[src/design/ced_pkg.sv]
`default_nettype none

package ced_pkg;

  // escape letters and special characters
  localparam logic [7:0] ChT         = 8'h74;
  localparam logic [7:0] ChN         = 8'h6E;
  localparam logic [7:0] ChR         = 8'h72;
  localparam logic [7:0] ChF         = 8'h66;
  localparam logic [7:0] ChB         = 8'h62;
  localparam logic [7:0] ChBackslash = 8'h5C;
  localparam logic [7:0] ChSquote    = 8'h27;
  localparam logic [7:0] ChDquote    = 8'h22;

  // control bytes produced by escapes
  localparam logic [7:0] CtlTab = 8'h09;
  localparam logic [7:0] CtlLf  = 8'h0A;
  localparam logic [7:0] CtlCr  = 8'h0D;
  localparam logic [7:0] CtlFf  = 8'h0C;
  localparam logic [7:0] CtlBs  = 8'h08;

  // upper five bits shared by '0'..'7'
  localparam logic [4:0] OctHigh = 5'b00110;

  // digit count at which an octal run closes
  localparam logic [1:0] OctMaxDigits = 2'd3;

  // result queue geometry
  localparam int unsigned QDepth = 4;
  localparam int unsigned QPtrW  = 2;
  localparam int unsigned QCntW  = 3;

  typedef struct packed {
    logic [7:0] data;
    logic       last;
  } res_t;

endpackage

`default_nettype wire

[src/design/c_escape_decoder_unit.sv]
// channel | signals                                      | direction
// --------+----------------------------------------------+----------
// in      | in_valid_i, in_ready_o, in_byte_i, in_last_i | to block
// out     | out_valid_o, out_ready_i, out_byte_o, run_last_o | from block
//
// one input byte is accepted per cycle while the result queue has two free slots
// each byte is decoded in the cycle of its transfer and yields zero to two results,
// which land in a four-entry queue; results leave at one per cycle while out_ready_i is high
// a byte that closes an octal run and is itself emitted yields two results,
// so the output port sets the rate for such bytes
// asynchronous active-low reset returns the decoder to normal mode with an empty queue
// an output stall holds the head result; input stalls only once the queue is nearly full
`default_nettype none

module c_escape_decoder_unit (
  input  wire logic       clk_i,
  input  wire logic       rst_ni,
  input  wire logic       in_valid_i,
  output      logic       in_ready_o,
  input  wire logic [7:0] in_byte_i,
  input  wire logic       in_last_i,
  output      logic       out_valid_o,
  input  wire logic       out_ready_i,
  output      logic [7:0] out_byte_o,
  output      logic       run_last_o
);

  typedef enum logic [1:0] {
    ModeNormal,
    ModeEscape,
    ModeOctal
  } mode_e;

  mode_e      mode_q, mode_d;
  logic [7:0] oct_val_q, oct_val_d;
  logic [1:0] oct_cnt_q, oct_cnt_d;

  // decode outputs for the byte on the input port
  logic [7:0] res0, res1;
  logic [1:0] nres;
  logic       is_oct;
  logic       in_xfer, out_xfer;

  // result queue
  ced_pkg::res_t                   q_mem [ced_pkg::QDepth];
  logic [ced_pkg::QPtrW-1:0]       wr_ptr_q, rd_ptr_q;
  logic [ced_pkg::QCntW-1:0]       cnt_q, cnt_d;
  logic [ced_pkg::QPtrW-1:0]       wr_ptr_p1;

  assign in_xfer  = in_valid_i & in_ready_o;
  assign out_xfer = out_valid_o & out_ready_i;
  assign is_oct   = (in_byte_i[7:3] == ced_pkg::OctHigh);

  // room for the worst case of two results
  assign in_ready_o  = (cnt_q <= ced_pkg::QCntW'(ced_pkg::QDepth - 2));
  assign out_valid_o = (cnt_q != '0);
  assign out_byte_o  = q_mem[rd_ptr_q].data;
  assign run_last_o  = q_mem[rd_ptr_q].last;

  // byte decode and state update
  always_comb begin
    mode_d    = mode_q;
    oct_val_d = oct_val_q;
    oct_cnt_d = oct_cnt_q;
    res0      = 8'h00;
    res1      = 8'h00;
    nres      = 2'd0;

    unique case (mode_q)
      ModeEscape: begin
        mode_d = ModeNormal;
        nres   = 2'd1;
        case (in_byte_i)
          ced_pkg::ChT:         res0 = ced_pkg::CtlTab;
          ced_pkg::ChN:         res0 = ced_pkg::CtlLf;
          ced_pkg::ChR:         res0 = ced_pkg::CtlCr;
          ced_pkg::ChF:         res0 = ced_pkg::CtlFf;
          ced_pkg::ChB:         res0 = ced_pkg::CtlBs;
          ced_pkg::ChBackslash: res0 = ced_pkg::ChBackslash;
          ced_pkg::ChSquote:    res0 = ced_pkg::ChSquote;
          ced_pkg::ChDquote:    res0 = ced_pkg::ChDquote;
          default: begin
            nres = 2'd0;
            if (is_oct) begin
              oct_val_d = {5'b0, in_byte_i[2:0]};
              oct_cnt_d = 2'd1;
              if (in_last_i) begin
                res0 = {5'b0, in_byte_i[2:0]};
                nres = 2'd1;
              end else begin
                mode_d = ModeOctal;
              end
            end
          end
        endcase
      end
      ModeOctal: begin
        if (is_oct) begin
          oct_val_d = {oct_val_q[4:0], in_byte_i[2:0]};
          oct_cnt_d = oct_cnt_q + 2'd1;
          if ((oct_cnt_d == ced_pkg::OctMaxDigits) || in_last_i) begin
            res0   = oct_val_d;
            nres   = 2'd1;
            mode_d = ModeNormal;
          end
        end else begin
          // flush the pending value, then treat the byte as plain
          res0   = oct_val_q;
          nres   = 2'd1;
          mode_d = ModeNormal;
          if (in_byte_i == ced_pkg::ChBackslash) begin
            if (!in_last_i) mode_d = ModeEscape;
          end else begin
            res1 = in_byte_i;
            nres = 2'd2;
          end
        end
      end
      default: begin
        mode_d = ModeNormal;
        if (in_byte_i == ced_pkg::ChBackslash) begin
          if (!in_last_i) mode_d = ModeEscape;
        end else begin
          res0 = in_byte_i;
          nres = 2'd1;
        end
      end
    endcase

    if (mode_d != ModeOctal) begin
      oct_val_d = 8'h00;
      oct_cnt_d = 2'd0;
    end
    // end of string always leaves a clean state
    if (in_last_i) begin
      mode_d    = ModeNormal;
      oct_val_d = 8'h00;
      oct_cnt_d = 2'd0;
    end
  end

  assign wr_ptr_p1 = wr_ptr_q + ced_pkg::QPtrW'(1);

  always_comb begin
    cnt_d = cnt_q;
    if (in_xfer)  cnt_d = cnt_d + ced_pkg::QCntW'(nres);
    if (out_xfer) cnt_d = cnt_d - ced_pkg::QCntW'(1);
  end

  always_ff @(posedge clk_i or negedge rst_ni) begin
    if (!rst_ni) begin
      mode_q    <= ModeNormal;
      oct_val_q <= 8'h00;
      oct_cnt_q <= 2'd0;
      wr_ptr_q  <= '0;
      rd_ptr_q  <= '0;
      cnt_q     <= '0;
    end else begin
      if (in_xfer) begin
        mode_q    <= mode_d;
        oct_val_q <= oct_val_d;
        oct_cnt_q <= oct_cnt_d;
        wr_ptr_q  <= wr_ptr_q + ced_pkg::QPtrW'(nres);
      end
      if (out_xfer) rd_ptr_q <= rd_ptr_q + ced_pkg::QPtrW'(1);
      cnt_q <= cnt_d;
    end
  end

  // queue storage, no reset needed
  always_ff @(posedge clk_i) begin
    if (in_xfer && (nres != 2'd0)) begin
      q_mem[wr_ptr_q].data <= res0;
      q_mem[wr_ptr_q].last <= (nres == 2'd1);
    end
    if (in_xfer && (nres == 2'd2)) begin
      q_mem[wr_ptr_p1].data <= res1;
      q_mem[wr_ptr_p1].last <= 1'b1;
    end
  end

endmodule

`default_nettype wire

[config.mk]
export PLATFORM = sky130hd
export DESIGN_NAME = c_escape_decoder_unit
export DESIGN_NICKNAME = d
export VERILOG_FILES = /design/src/design/ced_pkg.sv /design/src/design/c_escape_decoder_unit.sv
export SDC_FILE = /design/constraint.sdc
export NUM_CORES = 1
export LEC_CHECK = 0
export ABC_AREA = 1
export BUFFER_PORTS_ARGS = -buffer_cell sky130_fd_sc_hd__buf_2
export CAP_MARGIN = 5
export CORE_MARGIN = 1
export CORE_UTILIZATION = 25
export DETAILED_ROUTE_END_ITERATION = 7
export GPL_TIMING_DRIVEN = 0
export PLACE_DENSITY = 0.43
export SYNTH_ARGS = -nofsm -noshare
export SYNTH_HDL_FRONTEND = slang
export SYNTH_SLANG_ARGS = --single-unit
[constraint.sdc]
create_clock -name clk_i -period 3.3 [get_ports clk_i]
set_input_delay 0.165 -clock clk_i [delete_from_list [all_inputs] [get_ports clk_i]]
set_output_delay 0.165 -clock clk_i [all_outputs]
set_load 0.05 [all_outputs]
* Word level (Yosys, flattened, before mapping)
Memory sizes are Yosys's and may differ from the RTL's. Index checks and enable logic that the tools add are counted.
Word-level totals: output and inout port bits 11, RAM bits 36, input bits 13, word-level logic and storage cells 86, register bits after elaboration 19, memories 1
Cells by class: bitwise gates (word level) 2, muxes and demuxes 44, eq/ne operators 18, order comparisons 1, add/sub/neg operators 6, reduce and logical (&&, ||, !) cells 8
Memories:
- q_mem | depth 4, bits a word 9, read ports 1, clocked after memory_dff 0, wr ports 2, line c_escape_decoder_unit.sv:45 | ced_pkg::res_t q_mem [ced_pkg::QDepth];
Operators with widths (count):
- $mux 8 | 10
- $pmux 7 s8 | 1
- $eq 8x7->1 const B | 6
- $pmux 8 s2 | 2
- $mux 2 | 13
- $eq 8x6->1 const B | 2
- $mux 3 | 4
- $ne 4x4->1 const B | 3
- $pmux 2 s2 | 3
- $mux 1 | 11
- $reduce_or 8->1 | 1
- $add 2x1->2 const B | 3
- $eq 2x2->1 const B | 3
- $eq 5x3->1 const B | 1
- $reduce_and 5->1 | 1
- $eq 2x1->1 const B | 2
- $reduce_bool 4->1 | 1
- $add 3x2->3 | 1
- $le 3x2->1 const B | 1
- $reduce_bool 3->1 | 1
- $sub 3x1->3 const B | 1
- $add 2x2->2 | 1
- $and 1x1->1 | 2
- $logic_and 1x1->1 | 2
- other kinds (3) | 3

* Longest topological paths before layout
depth after elaboration 10, depth in mapped cells 18, mapped depth without buffers 18

* Least setup slack after synthesis
OpenSTA, ideal clock, no wires.
path kind register to register, start point register cnt_q[0] (netlist bit), end point register cnt_q[2] (netlist bit), arrival 2.625 ns, data required time 3.181 ns, setup slack 0.556 ns, cell stages (with the launch flop) 11, library setup time 0.119 ns, clock period less this slack 2.744 ns, buffers on the path 1, cells stage by stage dfrtp_1 > a21oi_1 > nand2_1 > inv_1 > clkbuf_1 > nand2_1 > o21ai_0 > ha_1 > nand3_1 > xnor2_1 > inv_1
Between the ends: longest elaborated chain between the ends 5, elaborated cells on any way between the ends 8, those cells by class add/sub: 2; order compare: 1; mux: 2; bitwise: 2; reduce/logical: 1
RTL lines:
- start: declaration | line c_escape_decoder_unit.sv:47 | logic [ced_pkg::QCntW-1:0] cnt_q, cnt_d;
- start signal: assignment | line c_escape_decoder_unit.sv:166 | cnt_q <= cnt_d;
- $le 3x2->1 (*) | line c_escape_decoder_unit.sv:55 | assign in_ready_o = (cnt_q <= ced_pkg::QCntW'(ced_pkg::QDepth - 2));
- net in_ready_o | line c_escape_decoder_unit.sv:19 | output logic in_ready_o,
- $and 1x1->1 (*) | line c_escape_decoder_unit.sv:50 | assign in_xfer = in_valid_i & in_ready_o;
- $mux 3 (*) | line c_escape_decoder_unit.sv:146 | if (in_xfer) cnt_d = cnt_d + ced_pkg::QCntW'(nres);
- $sub 3x1->3 | line c_escape_decoder_unit.sv:147 | if (out_xfer) cnt_d = cnt_d - ced_pkg::QCntW'(1);
- $mux 3 (*) | line c_escape_decoder_unit.sv:147
- net cnt_d (one bit) | line c_escape_decoder_unit.sv:47
Mark *: on every way through the listed nets, which the timed path passes. The rest lies on a longest branch. A chain may end at the register's enable or synchronous reset.

* Worst setup path in the final report
start point register mode_q[0], end point register cnt_q[2] (netlist bit)
Between the ends: longest elaborated chain between the ends 6, elaborated cells on any way between the ends 7, those cells by class add/sub: 2; eq/ne: 2; mux: 3
RTL lines:
- start: declaration | line c_escape_decoder_unit.sv:34 | mode_e mode_q, mode_d;
- start signal: assignment | line c_escape_decoder_unit.sv:152 | mode_q <= ModeNormal;
- start signal: assignment | line c_escape_decoder_unit.sv:160 | mode_q <= mode_d;
- $eq 2x2->1 / $eq 2x1->1 (equally long branches) | line c_escape_decoder_unit.sv:69 | unique case (mode_q)
- $pmux 2 s2 (*) | line c_escape_decoder_unit.sv:69
- $add 3x2->3 (*) | line c_escape_decoder_unit.sv:146
- $mux 3 (*) | line c_escape_decoder_unit.sv:146
- $sub 3x1->3 | line c_escape_decoder_unit.sv:147
- $mux 3 (*) | line c_escape_decoder_unit.sv:147
- net cnt_d (one bit) | line c_escape_decoder_unit.sv:47
Marks and branches as above.

==> run summary <==
RSZ-0062 raised after global routing: false
Max VDD drop: 0.2159 mV
Die Wd: 120.5 um
H-tree level count: 2
R2R setup slack: 410 ps
final WL: 11020 um
async set or reset register ratio after synthesis: 34.55%
maximum clock frequency: 346.4 MHz
r2r endpoint: cnt_q[2]$_DFF_PN0_
Tot GR Track Use: 15.85%
dpl hpwl: 7974 um
starting density of the core: 26.08%
sequential power share: 32.0%
Max Slew Vio Count: 0
DRC Markers: 0
Cell Rows: 42
Setup crit end kind: register
CP most frequent cell: inv_1
first drt pass iteration count: 5
Worst EP arrival: 3080 ps
Synth top area share: 27.39%
register area share after synthesis: 43.22%
share of layout cells above drive strength 1: 15.34%
max-cap viol count: 0
Final setup viols: 0
final worst path period share: 87.49%
worst-margin pin slew: 898.0 ps
cell-internal power: 0.001465 W
core area: 13450 sq um
Crit Path Max Fanout: 6
area grow syn2layout: 14.73%
global-route wire length before repair: 17380 um
crit path from: mode_q[0]$_DFFE_PN0P_
outcome: complete, no violations
post-CTS sizing: 0
vias in the first global route: 3179
Largest stage delay, worst path: 470 ps
clk_lat worst skew: 300 ps
total power: 0.002841 W
Syn Inst Count: 454
LEAKAGE: 1.756 nW
Worst Hold Class: in -> reg
Nets: 508
CP Capture Point: cnt_q[2]$_DFF_PN0_
clk slew on worst S/H paths: 80 ps
routability cong.: 0.8611
Routed wire per std cell: 16.57 um
CTS tree: built
Clock power frac: 19.8%
Routed Antenna Nets: 0
synthesis-stage register bit count: 55
CTS root buf: clkbuf_16
headroom to the max-slew limit: 39.95%
YS warnings: 0
Layout Skew: 4.360 ps
cts bufs inserted: 5
worst hold slack: 142.2 ps
P_sw: 0.001376 W
R2R depth: 14
Syn Std Cell Area: 3508 sq um
Final TNS setup: 0 ps
Crit Path Category: reg -> reg
crit path time final: 2887 ps
Synth Flop Type: edfxtp_1
IO Count: 24
cell taking the most area after synthesis: edfxtp_1
syn avg cell area: 7.728 sq um
post-synth cell types: 39
drt initial violations: 188
synth top area cells: edfxtp_1 27%, dfrtp_1 14%, nand2_1 9.4%, nand3_1 8.6%, o21ai_0 5.7%
routed via count: 3208
Post-synth EDFFs: 32
number of port buffers: 23
diode count: 0
die area: 14510 sq um
Crit path required time: 3490 ps
combinational power share: 48.2%
CP max stage cell: fa_1
Worst setup SP type: register
CTS Buffer Depth: 2
Power Dens Cells: 705.9 nW/um^2
grt total ovfl: 0
Die Height: 120.5 um
critical path, cell by cell: inv_1, ha_1, inv_1, nor2_1, a21oi_4, ha_1, inv_1, fa_1, nand2_1, o21ai_0, ha_1, nand3_1, xnor2_1, inv_1
via/cell ratio: 4.824
r2r startpoint: mode_q[0]$_DFFE_PN0P_
initial antenna violation count: 0
largest net degree at the start of global routing: 20
Hold Vio Cnt, Final: 0
Sw Ratio: 48.43%
syn nets: 474
Sink Count: 55
## cell type report
cell class | count | area [sq um]
repair buffers | 27 | 147.6
clock buffers | 5 | 125.1
inverters | 45 | 168.9
flip-flops and latches | 55 | 1516
multi-input cells | 336 | 1730
clock inverters | 3 | 23.77
plain buffers | 18 | 92.59
fillers | 1491 | 9428
well taps | 176 | 220.2
## worst max-delay path: cells and delay by family, from the launching register on
kind                     cells  cell delay (ps)
AND/OR/NAND/NOR              3              270
AO/OA/AOI/OAI                2              350
buffers and inverters        4              370
adder cells (fa/ha/maj)      4             1260
flip-flops                   1              380
XOR/XNOR                     1              160
## registers in the layout (all words and copies together), names as in the netlist
| signal | flops |
|---|---|
| q_mem | 36 |
| oct_val_q | 8 |
| cnt_q | 3 |
| mode_q | 2 |
| oct_cnt_q | 2 |
| rd_ptr_q | 2 |
| wr_ptr_q | 2 |
## per-stage QoR
stage / utilization (%) / std cells / cell area (sq um) / setup slack (ps)
floorplan: - / 454 / 3508 / 556.2
global placement: 28.57 / 653 / 3844 / 230.0
detailed placement: 28.57 / 653 / 3844 / 223.1
CTS: 29.75 / 662 / 4003 / 217.6
global route: 29.92 / 665 / 4025 / 121.0
finish: 29.92 / 665 / 4025 / 412.9
## logic make-up (layout without fill, tap and decap cells)
logic type | Yosys count | after routing | synth area share (%)
simple gates | 230 | 230 | 30.53
xor+xnor | 4 | 4 | 0.9988
compound gates | 94 | 94 | 14.80
flops | 55 | 55 | 43.22
mux | 1 | 1 | 0.2853
fa+ha+maj | 7 | 7 | 2.710
buf+inv | 63 | 98 | 7.453
## metal layers
layer / global-route usage [%] / vias to the layer above / wire [um]
li1: - / 1616 / -
met1: 20.82 / 1501 / 5120
met2: 26.36 / 76 / 5241
met3: 2.406 / 15 / 470
met4: 5.633 / 0 / 184
met5: 0 / - / 0
## worst min-delay path by stage
stage	depth (start not counted)	slack, ps	from	to
after floorplan	0	-130	rst_ni	cnt_q[0]$_DFF_PN0_
after global placement	1	160	rst_ni	wr_ptr_q[1]$_DFFE_PN0P_
after detailed placement	1	170	rst_ni	wr_ptr_q[1]$_DFFE_PN0P_
after CTS	3	140	out_ready_i	rd_ptr_q[0]$_DFFE_PN0P_
after global routing	3	140	out_ready_i	rd_ptr_q[0]$_DFFE_PN0P_
final	3	140	out_ready_i	rd_ptr_q[0]$_DFFE_PN0P_
## power by group through the flow
stage	logic, W	clock network (W)	registers, W
floorplan	0.000992	0	0.000908
global placement	0.00136	0	0.000923
detailed placement	0.00138	0	0.000924
CTS	0.00138	0.000576	0.000911
global route	0.00150	0.000607	0.000923
finish	0.00137	0.000563	0.000910
## cell usage in the layout, fill, tap and decap left out, drive strengths merged
| cell | count |
|---|---|
| or2 | 1 |
| o21ai | 61 |
| o31ai | 3 |
| nand2 | 98 |
| o211ai | 3 |
| o22ai | 9 |
| nor3 | 3 |
| o32ai | 1 |
| mux2i | 1 |
| edfxtp | 32 |
| inv | 44 |
| fa | 1 |
| buf | 32 |
| dlygate4sd3 | 1 |
| nand4 | 8 |
| clkbuf | 17 |
| nand3 | 62 |
| dfrtp | 19 |
| xnor2 | 1 |
| nand3b | 2 |
| nor2 | 56 |
| xor2 | 3 |
| clkinv | 3 |
| ha | 6 |
| a21oi | 17 |
| dfxtp | 4 |
| clkinvlp | 1 |
## synth_stat cells, types with 3 or more instances
| cell | n |
|---|---|
| nand3_1 | 60 |
| edfxtp_1 | 32 |
| o211ai_1 | 3 |
| xor2_1 | 3 |
| dfrtp_1 | 19 |
| o21ai_1 | 20 |
| o31ai_1 | 3 |
| nand4_1 | 8 |
| nand2_1 | 88 |
| dfxtp_1 | 4 |
| o22ai_1 | 9 |
| ha_1 | 6 |
| a21oi_1 | 15 |
| nor2_1 | 47 |
| nand2_2 | 8 |
| nor2_2 | 6 |
| inv_2 | 9 |
| clkbuf_1 | 12 |
| o21ai_0 | 40 |
| inv_1 | 34 |
## timing repair
item	CTS	global route
setup buffers	0	3
endpoints found under the setup margin	0	1
hold endpoints to repair	19	0
hold buffers	1	0
Note: power is estimated with default switching activity, not from simulation.
